===== config.mk =====
export PLATFORM = sky130hd
export DESIGN_NAME = metp_ctrl
export DESIGN_NICKNAME = d
export VERILOG_FILES = /design/src/rtl/metp_pkg.sv /design/src/rtl/metp_ctrl.sv
export VERILOG_INCLUDE_DIRS = /design/src /design/src/rtl
export SDC_FILE = /design/constraint.sdc
export NUM_CORES = 1
export LEC_CHECK = 0
export BUFFER_PORTS_ARGS = -buffer_cell sky130_fd_sc_hd__buf_2
export CORE_AREA = 5 5 42 44
export CTS_BUF_LIST = sky130_fd_sc_hd__clkbuf_8 sky130_fd_sc_hd__clkbuf_16
export CTS_CLUSTER_DIAMETER = 150
export DETAILED_ROUTE_END_ITERATION = 7
export DIE_AREA = 0 0 47 49
export SYNTH_ARGS = -nofsm -noshare
export SYNTH_HDL_FRONTEND = slang
export SYNTH_SLANG_ARGS = --single-unit

===== constraint.sdc =====
create_clock -name clk_i -period 1.25 [get_ports clk_i]
set_clock_uncertainty 0.05 [all_clocks]
set_input_delay 0.125 -clock clk_i [delete_from_list [all_inputs] [get_ports clk_i]]
set_output_delay 0.125 -clock clk_i [all_outputs]
set_load 0.03 [all_outputs]

===== src/rtl/mandelbrot_escape_time_pixel_unit_assert.svh =====
// ----------------------------------------------------------------------------
// Assertion macros for the Mandelbrot escape-time pixel unit
// Concurrent checks that are compiled out when SYNTH is defined.
// ----------------------------------------------------------------------------
`ifndef MANDELBROT_ESCAPE_TIME_PIXEL_UNIT_ASSERT_SVH
`define MANDELBROT_ESCAPE_TIME_PIXEL_UNIT_ASSERT_SVH

`ifndef SYNTH

// Property must hold at every clock edge outside reset.
`define METP_ASSERT(lbl, clk, rst_n, prop) \
  lbl: assert property (@(posedge clk) disable iff (!rst_n) (prop)) \
    else $error("metp assertion failed");

// Expression must never be true outside reset.
`define METP_ASSERT_NEVER(lbl, clk, rst_n, expr) \
  lbl: assert property (@(posedge clk) disable iff (!rst_n) !(expr)) \
    else $error("metp forbidden condition");

`else

`define METP_ASSERT(lbl, clk, rst_n, prop)
`define METP_ASSERT_NEVER(lbl, clk, rst_n, expr)

`endif

`endif


===== src/rtl/metp_pkg.sv =====
// ----------------------------------------------------------------------------
// metp_pkg
// Shared constants, types and helpers of the Mandelbrot escape-time pixel unit.
// ----------------------------------------------------------------------------
`default_nettype none

package metp_pkg;

  localparam int FracBits  = 28;
  localparam int ImageSize = 1080;
  localparam int PosW      = 12;
  localparam int IterW     = 12;
  localparam int ColorW    = 32;

  // Q4.FracBits coordinate and iterate width.
  localparam int FxW     = FracBits + 4;
  localparam int ProdW   = 2 * FxW;
  localparam int SqW     = ProdW - FracBits;
  localparam int CrossW  = ProdW - FracBits + 1;
  localparam int SumW    = FxW + 5;
  localparam int UpdW    = FxW + 6;

  localparam logic signed [FxW-1:0] FxMax = {1'b0, {(FxW-1){1'b1}}};
  localparam logic signed [FxW-1:0] FxMin = {1'b1, {(FxW-1){1'b0}}};

  // Coordinate mapping splits pos * 2^(FracBits+2) / ImageSize into pos * MapQuo
  // plus pos * MapRem / ImageSize; the second part is exact through a reciprocal
  // multiply because its numerator times the rounding error stays below 2^MapShift.
  localparam int MapSteps  = 4;
  localparam int MapStepW  = $clog2(MapSteps);
  localparam int MapRemW   = $clog2(ImageSize);
  localparam int MapXW     = PosW + MapRemW;
  localparam int MapShift  = MapXW + MapRemW;
  localparam int MapRecipW = MapShift - MapRemW + 2;
  localparam int MapProdW  = MapXW + MapRecipW;
  localparam int MapQuotW  = PosW + FracBits + 3 - MapRemW;
  localparam int MapCmpW   = (MapQuotW > FxW + 1) ? MapQuotW : FxW + 1;

  localparam logic [MapQuotW-1:0] MapQuo =
    MapQuotW'((longint'(1) << (FracBits + 2)) / ImageSize);
  localparam logic [MapXW-1:0] MapRem =
    MapXW'((longint'(1) << (FracBits + 2)) % ImageSize);
  localparam logic [MapProdW-1:0] MapRecip =
    MapProdW'(((longint'(1) << MapShift) + ImageSize - 1) / ImageSize);

  localparam logic [MapCmpW-1:0] MapOffset = MapCmpW'(1) << (FracBits + 1);
  localparam logic [MapCmpW-1:0] MapSatThr = MapCmpW'(FxMax) + MapOffset;

  localparam logic [SumW-1:0] EscLimit = SumW'(4) << FracBits;

  localparam logic [IterW-1:0] LimitReset = IterW'(1000);
  localparam logic [IterW-1:0] Band0Below = IterW'(3);
  localparam logic [IterW-1:0] Band1Below = IterW'(5);
  localparam logic [IterW-1:0] Band2Below = IterW'(10);

  localparam logic [ColorW-1:0] ColorInside = 32'hFEAF_A0C8;
  localparam logic [ColorW-1:0] ColorBand0  = 32'h2673_9DC8;
  localparam logic [ColorW-1:0] ColorBand1  = 32'hFC62_6FC8;
  localparam logic [ColorW-1:0] ColorBand2  = 32'hFFD2_49C8;
  localparam logic [ColorW-1:0] ColorBand3  = 32'h2411_0CC8;

  typedef struct packed {
    logic load;
    logic div_step;
    logic mul;
    logic upd;
    logic finish;
  } metp_cmd_t;

  typedef struct packed {
    logic escape;
    logic limit_hit;
  } metp_status_t;

  function automatic logic signed [FxW-1:0] saturate(input logic signed [UpdW-1:0] v);
    logic signed [FxW-1:0] r;
    if (v > UpdW'(FxMax)) begin
      r = FxMax;
    end else if (v < UpdW'(FxMin)) begin
      r = FxMin;
    end else begin
      r = v[FxW-1:0];
    end
    return r;
  endfunction

endpackage

`default_nettype wire


===== src/rtl/metp_ctrl.sv =====
// ----------------------------------------------------------------------------
// metp_ctrl
// Sequencer for mapping, iteration and result delivery of one pixel.
// ----------------------------------------------------------------------------
`default_nettype none

`include "mandelbrot_escape_time_pixel_unit_assert.svh"

module metp_ctrl (
  input  wire logic                    clk_i,
  input  wire logic                    rst_ni,
  input  wire logic                    start_i,
  output logic                         busy_o,
  output logic                         valid_o,
  output metp_pkg::metp_cmd_t          cmd_o,
  input  wire metp_pkg::metp_status_t  status_i
);

  typedef enum logic [1:0] {
    StIdle,
    StMap,
    StMul,
    StTest
  } state_e;

  localparam logic [metp_pkg::MapStepW-1:0] LastStep =
    metp_pkg::MapStepW'(metp_pkg::MapSteps - 1);

  state_e                        state_q, state_d;
  logic [metp_pkg::MapStepW-1:0] step_cnt_q, step_cnt_d;
  logic                          valid_q, valid_d;
  logic                          stop;

  assign stop = status_i.escape || status_i.limit_hit;

  always_comb begin
    state_d    = state_q;
    step_cnt_d = step_cnt_q;
    valid_d    = 1'b0;
    cmd_o      = '0;
    unique case (state_q)
      StIdle: begin
        if (start_i) begin
          cmd_o.load = 1'b1;
          step_cnt_d = '0;
          state_d    = StMap;
        end
      end
      StMap: begin
        cmd_o.div_step = 1'b1;
        step_cnt_d     = step_cnt_q + metp_pkg::MapStepW'(1);
        if (step_cnt_q == LastStep) begin
          state_d = StMul;
        end
      end
      StMul: begin
        cmd_o.mul = 1'b1;
        state_d   = StTest;
      end
      StTest: begin
        if (stop) begin
          cmd_o.finish = 1'b1;
          valid_d      = 1'b1;
          state_d      = StIdle;
        end else begin
          cmd_o.upd = 1'b1;
          state_d   = StMul;
        end
      end
      default: begin
        state_d = StIdle;
      end
    endcase
  end

  always_ff @(posedge clk_i or negedge rst_ni) begin
    if (!rst_ni) begin
      state_q    <= StIdle;
      step_cnt_q <= '0;
      valid_q    <= 1'b0;
    end else begin
      state_q    <= state_d;
      step_cnt_q <= step_cnt_d;
      valid_q    <= valid_d;
    end
  end

  assign busy_o  = state_q != StIdle;
  assign valid_o = valid_q;

  `METP_ASSERT(a_strobe_single, clk_i, rst_ni, valid_o |=> !valid_o)
  `METP_ASSERT(a_strobe_after_test, clk_i, rst_ni, valid_o |-> $past(state_q == StTest))
  `METP_ASSERT(a_map_count_bound, clk_i, rst_ni, (state_q == StMap) |-> (step_cnt_q <= LastStep))
  `METP_ASSERT_NEVER(a_upd_after_stop, clk_i, rst_ni, cmd_o.upd && stop)

endmodule

`default_nettype wire


Word level (Yosys, flattened, before mapping)
Index checks and enable logic that the tools add are counted.
- output and inout bits: 7
- bits of input ports: 5
- logic and storage cells: 30
- register bits after elaboration: 5
- equality and inequality tests: 6
- reductions and logical operators: 6
- add/sub/neg operators: 1
- muxes and demuxes: 14
- operator list (cell ; count):
    2-bit 2-to-1 mux ; 5
    2-bit one-hot mux with 4 select lines ; 1
    1-bit 2-to-1 mux ; 7
    2-bit == test, second input constant ; 3
    2-bit inequality test, second input constant ; 2
    2-bit one-hot mux with 2 select lines ; 1
    2-bit AND reduction ; 2
    2-bit nonzero test ; 2
    2-bit by 1-bit adder with 2-bit output, second input constant ; 1
    2-bit by 1-bit == test with 1-bit output, second input constant ; 1
    2-bit logical NOT ; 1
    1-bit logical OR ; 1

Depth between registers and ports, before layout
Gate-level depths: netlist of run 1.
- depth after elaboration: 3
- gate-level depth with buffers: 3
- mapped depth without buffers: 3

Worst setup path before layout of run 1
OpenSTA, ideal clock, no wires.
- path type: reg2out
- start: register state_q[1]
- end: output port cmd_o[4] in the netlist's numbering
- setup slack: -0.072 ns
- path buffers: 0
- arrival time: 1.147 ns
- data required time: 1.075 ns
- cell stages (with the launch flop): 3
- cells stage by stage: dfrtp_1 -> or2_4 -> nor2_1
- RTL lines (item ; line ; text):
    from (decl) ; metp_ctrl.sv:29 ; state_e state_q, state_d;
    from (signal assigned) ; metp_ctrl.sv:78 ; state_q <= StIdle;
    from (signal assigned) ; metp_ctrl.sv:82 ; state_q <= state_d;
    to (decl) ; metp_ctrl.sv:15 ; output metp_pkg::metp_cmd_t cmd_o,

==> reports/metrics.yaml, run 1 <==
gp_congestion: 0.614
reg2reg_slack_ps: 100
syn_avg_cell_area_um2: 11.0
synth_top_area_frac: 0.495
nets: 47
initial_core_util: 0.180
hold_viol_final: 0
multi_input_area_um2: 134
placed_area_um2: 328
cts_buffers: 3
clock_latency_ps: 220
yosysMostFrequentCell: "dfrtp_1"
grt_pass1_vias: 255
tightest_slew_ps: 174
p_per_area_nw_per_um2: 2680
leakagePower_uw: 0.000210
layout.cells.non_filler: 56
crit_type: "flop to output port"
clockBufferDepth: 2
rsz0062_at_grt: "true"
cts.clk_slew.worst_paths_ps: 40
grt_pass1_wl_um: 1060
fin_util: 0.303
cts_tree: "built"
violations: "setup timing"
hold_start: "start_i"
maxSlewViolCount: 0
synth_cells: 23
first_iter_violations: 7
syn_nets: 29
htree_levels: 1
synthDistinctLibCells: 15
cp-end-kind: "output port"
hold_end: "state_q[0]$_DFFE_PN0P_"
maxCapViolCount: 0
timing.final.ws_setup_ps: -61.8
synth-seq-area-share: 0.495
rows: 14
worst-r2r-cell-count: 4
ir_drop_mv: 0.979
worst-path-max-fanout: 6
drc_errors: 0
hpwl_um: 415
post-place-ws_ps: 112
fmaxAchievable_mhz: 762
dp_cells: 49
num-fill-cells: 151
wire_per_inst_um: 9.86
io_pins: 12
r2r-start: "state_q[0]$_DFFE_PN0P_"
die_area_um2: 2300
port_buffers: 11
syn_area_um2: 253
drt-total-wl_um: 552
async_reset_ff_frac: 1.00
die_y_um: 49
clock-sinks: 5
status: "finished, violations left"
grtUsageTotal: 0.0694
worstPathRequired_ps: 1080
rr_endpoint: "step_cnt_q[0]$_DFFE_PN0P_"
first_pass_iters: 2
fin_area_um2: 424
synth_edf_count: 0
core_um2: 1400
worstHoldPathCells: 2
period_minus_slack_ps: 1310
drive_above_1_share: 0.650
critPathLaunchType: "flop"
antenna_found_initial: 0
synthFlopType: "dfrtp_1"
power_uw: 1140
arrival_ps: 1140
hold_class: "input port to flop"
ys_ff_latch: 5
worst_slew_margin_rel: 0.884
yosysTopAreaCell: "dfrtp_1"
num_antenna_cells: 0
root_buffer: "clkbuf_8"
yosys_warnings: 0
setup_viol: 2
grt_max_degree: 8
fin_crit_sh: 1.05
die_w_um: 47
vias_per_cell: 4.02
grt-ovfl-total: 0
synthToLayoutAreaGrowth_pct: 67.8
register_area_um2: 128
num_vias: 225
final_antenna_net_count: 0
netlist_top_cells_area: "dfrtp_1 50%, a22o_1 6.9%, mux2_4 5.9%, ha_1 5.0%, nor2_1 4.5%"
synth_commonest_cells: "5 x dfrtp_1, 3 x nor2_1, 2 x a22o_1, 2 x o21ai_0"
==> layout by cell type (no fill, tap or decap), drive strengths merged <==
master	netlist	layout
buf	1	13
dfrtp	5	5
clkbuf	0	3
nor2	3	3
inv	1	2
o21ai	2	2
a22o	2	2
nand2	1	1
or2	1	1
and2b	1	1
nor2b	1	1
nor3	1	1
o21bai	1	1
mux2	1	1
o21a	1	1
ha	1	1
dlygate4sd3	0	1
==> cells by family (layout without fill, tap and decap cells) <==
logic type | Yosys count | count (layout) | share of synthesized area
and+or+nand+nor | 8 | 8 | 0.183
AOI/OAI and AO/OA | 6 | 6 | 0.168
DFF | 5 | 5 | 0.495
buffers and inverters | 2 | 19 | 0.0446
adders and majority gates | 1 | 1 | 0.0495
muxes | 1 | 1 | 0.0594
==> routing by layer <==
layer  vias up  global-route usage  share of wire
li1        112                   -              -
met1       100              0.0759           0.42
met2        13              0.0814           0.43
met3         0              0.0701           0.15
met4         0              0.0415              0
met5         -                   0              0
==> layout make-up <==
cell class	count	share of cell area
multi-input cells	16	0.316
well taps	16	0.0472
clock buffers	3	0.0973
flip-flops and latches	5	0.301
repair buffers	14	0.221
inverters	1	0.00885
clock inverters	1	0.00885
==> where the power goes <==
part | internal, uW | switching (uW) | leakage, uW
combinational | 266 | 281 | 0.000124
sequential | 236 | 62.5 | 0.0000596
clock | 211 | 80.5 | 0.0000269
==> how the worst max path moves through the flow <==
stage                to  slack (ps)  cells past startpoint              startpoint
3_5_place_dp   cmd_o[4]         110                      3  state_q[1]$_DFFE_PN0P_
4_1_cts        cmd_o[4]         -60                      3  state_q[0]$_DFFE_PN0P_
6_report       cmd_o[4]         -60                      3  state_q[0]$_DFFE_PN0P_
5_1_grt        cmd_o[4]        -120                      3  state_q[0]$_DFFE_PN0P_
2_1_floorplan  cmd_o[4]          60                      2  state_q[1]$_DFFE_PN0P_
3_3_place_gp   cmd_o[4]         120                      3  state_q[1]$_DFFE_PN0P_
==> worst max-delay path, cell delays in order, from the launching register on <==
cell and delay (ps):
dfrtp_2 430, or2_4 280, nor2_4 80, buf_6 130
==> metrics by stage <==
step                TNS [ps]  hold slack, ps
floorplan                  0            -221
global placement           0            -106
detailed placement         0            -103
CTS                     -108            92.1
global route            -246             107
finish                 -94.2             101
==> sequential cells by signal (all words and copies together) (netlist names) <==
| name | cells |
|---|---|
| state_q | 2 |
| step_cnt_q | 2 |
| valid_o | 1 |
==> repair_timing <==
item,4_1_cts,5_1_grt
hold buffers,1,0
gates resized for setup,6,4
setup buffers,1,1
endpoints found under the setup margin,5,6
pin swaps,1,0
hold endpoints to repair,5,0
cloned,0,0
(Power assumes the default switching activity.)
==> inputs of run 2 (changes only) <==
Settings changed: BUFFER_PORTS_ARGS -buffer_cell sky130_fd_sc_hd__buf_2 to not set, DONT_BUFFER_PORTS set to 1.
==> run 2 against run 1 <==
- the flow still finishes with violations (setup timing)
- fmax increased by 0.86%
- utilization decreased by 2.0 points
- first-iteration DRC count decreased by 57%
- critical path type unchanged
- largest power group unchanged
- highest routed layer is now met4
==> reports/metrics.yaml, run 2 (same netlist as run 1, synthesis figures left out) <==
final_antenna_net_count: 0
register_area_um2: 128
grtUsageTotal: 0.0602
crit_type: "flop to output port"
arrival_ps: 1130
port_buffers: 0
io_pins: 12
fin_util: 0.283
nets: 41
core_um2: 1400
leakagePower_uw: 0.000184
rows: 14
maxCapViolCount: 0
critPathLaunchType: "flop"
tightest_slew_ps: 284
seq_power_share: 0.291
timing.final.ws_setup_ps: -50.6
power.clock.fraction: 0.262
multi_input_area_um2: 131
worstPathRequired_ps: 1080
fmaxAchievable_mhz: 769
cpPeakStageDelay_ps: 420
hold_start: "status_i[1]"
cts_buffers: 3
grt_pass1_wl_um: 938
htree_levels: 1
drc_errors: 0
grt-ovfl-total: 0
grt_max_degree: 8
vias_per_cell: 4.00
die_w_um: 47
worstHoldPathCells: 2
reg2reg_slack_ps: 200
num_vias: 200
mostFrequentLayoutCell: "buf_4"
fin_tns_setup_ps: -65.9
worst-r2r-cell-count: 2
r2r-start: "step_cnt_q[0]$_DFFE_PN0P_"
ir_drop_mv: 0.648
drive_above_1_share: 0.529
hold_viol_final: 0
rsz0062_at_grt: "true"
period_minus_slack_ps: 1300
hold_end: "valid_o$_DFF_PN0_"
maxSlewViolCount: 0
hold_class: "input port to flop"
die_y_um: 49
worst_slew_margin_rel: 0.811
wire_per_inst_um: 10.4
first_pass_iters: 2
first_iter_violations: 3
worst-path-max-fanout: 6
clock-sinks: 5
clock_latency_ps: 220
die_area_um2: 2300
cp-end-kind: "output port"
num-fill-cells: 161
grt_pass1_vias: 231
switching_power_uw: 405
root_buffer: "clkbuf_8"
p_int_uw: 691
cts_tree: "built"
rr_endpoint: "step_cnt_q[1]$_DFFE_PN0P_"
p_comb_frac: 0.446
gp_congestion: 0.640
synthToLayoutAreaGrowth_pct: 56.9
initial_core_util: 0.180
num_antenna_cells: 0
slowest_stage: "dfrtp_2"
layout_common_cells: "5 x buf_4, 3 x clkbuf_8, 3 x dfrtp_1"
antenna_found_initial: 0
violations: "setup timing"
switching_share: 0.370
crit_chain: "or2_4, nor2_4, buf_6"
clockBufferDepth: 2
hpwl_um: 425
drt-total-wl_um: 518
p_per_area_nw_per_um2: 2760
cts.clk_slew.worst_paths_ps: 40
status: "finished, violations left"
setup_viol: 2
fin_crit_sh: 1.04
holdWs_ps: 30.9
==> run 2: critical path: cells and delay by family, from the launching register on <==
kind / cells / cell delay, ps
flops: 1 / 420
simple gates: 2 / 360
buf+inv: 1 / 130
==> run 2: timing repair <==
action / 4_1_cts / 5_1_grt
pin swaps: 1 / 0
setup endpoints to repair: 4 / 5
hold buffers: 2 / 0
resized for setup: 3 / 2
buffers inserted: 1 / 0
endpoints found under the hold margin: 6 / 0
==> run 2: how the worst max path moves through the flow <==
stage / from / to / slack (ps) / cells after the start
final: state_q[0]$_DFFE_PN0P_ / cmd_o[4] / -50 / 3
after global routing: state_q[0]$_DFFE_PN0P_ / cmd_o[4] / -90 / 3
after global placement: state_q[1]$_DFFE_PN0P_ / cmd_o[4] / 150 / 3
after CTS: state_q[0]$_DFFE_PN0P_ / cmd_o[4] / -60 / 3
after floorplan: state_q[1]$_DFFE_PN0P_ / cmd_o[4] / 60 / 2
after detailed placement: state_q[1]$_DFFE_PN0P_ / cmd_o[4] / 140 / 3
==> run 2: through the flow <==
stage,power [uW],instance area [um2],cells,setup slack (ps)
floorplan,652,260,23,64.6
global placement,758,310,43,148
detailed placement,766,310,43,135
CTS,1100,393,50,-58.0
global route,1160,397,50,-89.1
finish,1100,397,50,-50.6
==> run 2: power groups by stage <==
| stage | Clock, uW | Sequential, uW | Combinational, uW |
|---|---|---|---|
| 5_1_grt | 304 | 331 | 528 |
| 3_5_place_dp | 0 | 319 | 448 |
| 6_report | 288 | 319 | 490 |
| 4_1_cts | 295 | 316 | 493 |
| 3_3_place_gp | 0 | 315 | 443 |
| 2_1_floorplan | 0 | 301 | 351 |
==> run 2: layer usage <==
layer  vias up  part of all wire  global-route usage
met5         -                 0                   0
li1        100                 -                   -
met4         0             0.039              0.0691
met1        86              0.45              0.0695
met2        12              0.41              0.0747
met3         2              0.10              0.0221
==> run 2: layout make-up <==
class	instances	share of cell area
multi-input cells	16	0.331
clock inverters	1	0.00946
well taps	16	0.0505
clock buffers	3	0.104
inverters	1	0.00946
repair buffers	8	0.174
flip-flops and latches	5	0.322
==> inputs of run 3 (changes only) <==
Settings changed: ABC_AREA set to 1, CELL_PAD_IN_SITES_DETAIL_PLACEMENT set to 0, CELL_PAD_IN_SITES_GLOBAL_PLACEMENT set to 1, PLACE_DENSITY_LB_ADDON set to 0.1.
==> run 3 against run 2 <==
- the flow now finishes without violations
- global-route usage rose by 0.28 points
- critical path type unchanged
- combinational power up 14%
- via count rose by 12%
- final area decreased by 5.7%
- highest routed layer unchanged
==> reports/metrics.yaml, run 3 <==
maxSlewViolCount: 0
nets: 52
gp_congestion: 0.585
p_per_area_nw_per_um2: 3130
yosys_warnings: 0
die_w_um: 47
drive_above_1_share: 0.289
worst-path-max-fanout: 4
synthDistinctLibCells: 10
worst-path-buf-inv: 2
die_area_um2: 2300
yosysMostFrequentCell: "nand2_1"
first_pass_iters: 2
rr_endpoint: "step_cnt_q[0]$_DFFE_PN0P_"
root_buffer: "clkbuf_8"
htree_levels: 1
num-fill-cells: 159
fin_util: 0.267
grtUsageTotal: 0.0630
synth_top_area_frac: 0.478
worst_slew_margin_rel: 0.811
cts_buffers: 3
hpwl_um: 443
setup_viol: 0
cp-end-kind: "output port"
drc_errors: 0
grt_max_degree: 6
hold_end: "state_q[0]$_DFFE_PN0P_"
hold_viol_final: 0
hold_start: "start_i"
grt-ovfl-total: 0
cts_tree: "built"
rows: 14
clock-sinks: 5
initial_core_util: 0.187
ys_ff_latch: 5
slowest_stage: "dfrtp_1"
maxCapViolCount: 0
synthToLayoutAreaGrowth_pct: 43.1
syn_avg_cell_area_um2: 7.47
reg2reg_slack_ps: 200
fmaxAchievable_mhz: 815
r2r-start: "state_q[0]$_DFFE_PN0P_"
synth_commonest_cells: "9 x nand2_1, 7 x inv_1, 5 x dfrtp_1, 5 x nor2_1, 3 x o21ai_0"
ir_drop_mv: 0.726
layout_common_cells: "9 x nand2_1, 7 x inv_1, 6 x buf_4"
clock_latency_ps: 220
antenna_found_initial: 0
io_pins: 12
tightest_slew_ps: 284
crit_family: "flip-flops"
synth_edf_count: 0
core_um2: 1400
leakagePower_uw: 0.000226
worstPathRequired_ps: 1080
worst-r2r-cell-count: 4
fin_crit_sh: 0.982
crit_path_start: "state_q[0]$_DFFE_PN0P_"
netlist_top_cells_area: "dfrtp_1 48%, nand2_1 13%, inv_1 10%, nor2_1 7.2%, o21ai_0 5.7%"
final_antenna_net_count: 0
fin_area_um2: 374
num_vias: 223
rsz0062_at_grt: "true"
wire_per_inst_um: 9.18
critPathLaunchType: "flop"
vias_per_cell: 3.66
crit_type: "flop to output port"
cpPeakStageDelay_ps: 410
yosysTopAreaCell: "dfrtp_1"
mostFrequentLayoutCell: "nand2_1"
synth_cells: 35
drt-total-wl_um: 560
syn_nets: 41
crit_chain: "inv_1, nand2_2, nor2_1, buf_4"
grt_pass1_wl_um: 903
synth-seq-area-share: 0.478
hold_class: "input port to flop"
die_y_um: 49
cts.clk_slew.worst_paths_ps: 40
syn_area_um2: 262
grt_pass1_vias: 213
clockBufferDepth: 2
period_minus_slack_ps: 1230
worstHoldPathCells: 2
status: "complete, no violations"
port_buffers: 0
arrival_ps: 1050
async_reset_ff_frac: 1.00
first_iter_violations: 2
synthFlopType: "dfrtp_1"
num_antenna_cells: 0
placed_area_um2: 312
## run 3: per-layer routing
layer | wire length (um) | global-route usage | vias to the layer above
met5 | 0 | 0 | -
met4 | 25 | 0.0691 | 0
met3 | 63 | 0.0480 | 4
met2 | 236 | 0.0611 | 8
met1 | 235 | 0.0761 | 90
li1 | - | - | 121
## run 3: per-stage QoR
| step | worst slack, ps | TNS (ps) | std cells | hold slack [ps] | power (uW) |
|---|---|---|---|---|---|
| 2_1_floorplan | 14.9 | 0 | 35 | -221 | 719 |
| 3_3_place_gp | 234 | 0 | 55 | -220 | 861 |
| 3_5_place_dp | 224 | 0 | 55 | -220 | 860 |
| 4_1_cts | 8.48 | 0 | 60 | 5.69 | 1170 |
| 5_1_grt | -20.3 | -39.0 | 61 | 43.6 | 1260 |
| 6_report | 22.6 | 0 | 61 | 9.22 | 1170 |
## run 3: timing repair
item | 4_1_cts | 5_1_grt
hold endpoints to repair | 5 | 0
setup endpoints to repair | 1 | 3
setup buffers | 0 | 1
resized for setup | 1 | 0
hold buffers | 1 | 0
## run 3: how the worst max path moves through the flow
stage / slack, ps / cells after the start / to
floorplan: 10 / 3 / cmd_o[4]
global placement: 230 / 4 / cmd_o[0]
detailed placement: 220 / 4 / cmd_o[0]
CTS: 8 / 4 / cmd_o[4]
global route: -20 / 4 / cmd_o[0]
finish: 20 / 4 / cmd_o[4]
## run 3: layout make-up
type	instances	area [um2]	share of cell area
clock inverter	1	3.75	0.0100
sequential	5	125	0.334
timing repair buffer	7	55.1	0.147
clock buffer	3	41.3	0.110
tap	16	20.0	0.0535
multi-input combinational	21	98.8	0.264
inverter	8	30.0	0.0803
## run 3: report_power, final
group | internal, uW | switching [uW] | total, uW
Sequential | 240 | 80.9 | 321
Clock | 210 | 79.6 | 290
Combinational | 197 | 362 | 559
## run 3: cells by family (layout without fill, tap and decap cells)
family,count (synthesis),in the layout,synth area share
AND/OR/NAND/NOR,17,17,0.273
buffers and inverters,9,19,0.144
flip-flops,5,5,0.478
AO/OA/AOI/OAI,3,3,0.0574
adder cells (fa/ha/maj),1,1,0.0478
## run 3: worst reg2reg max path, stage by stage, from the launching register on
cell and delay (ps):
dfrtp_1 410, buf_4 150, o21ai_0 220, nand2_1 70, nand2_1 80
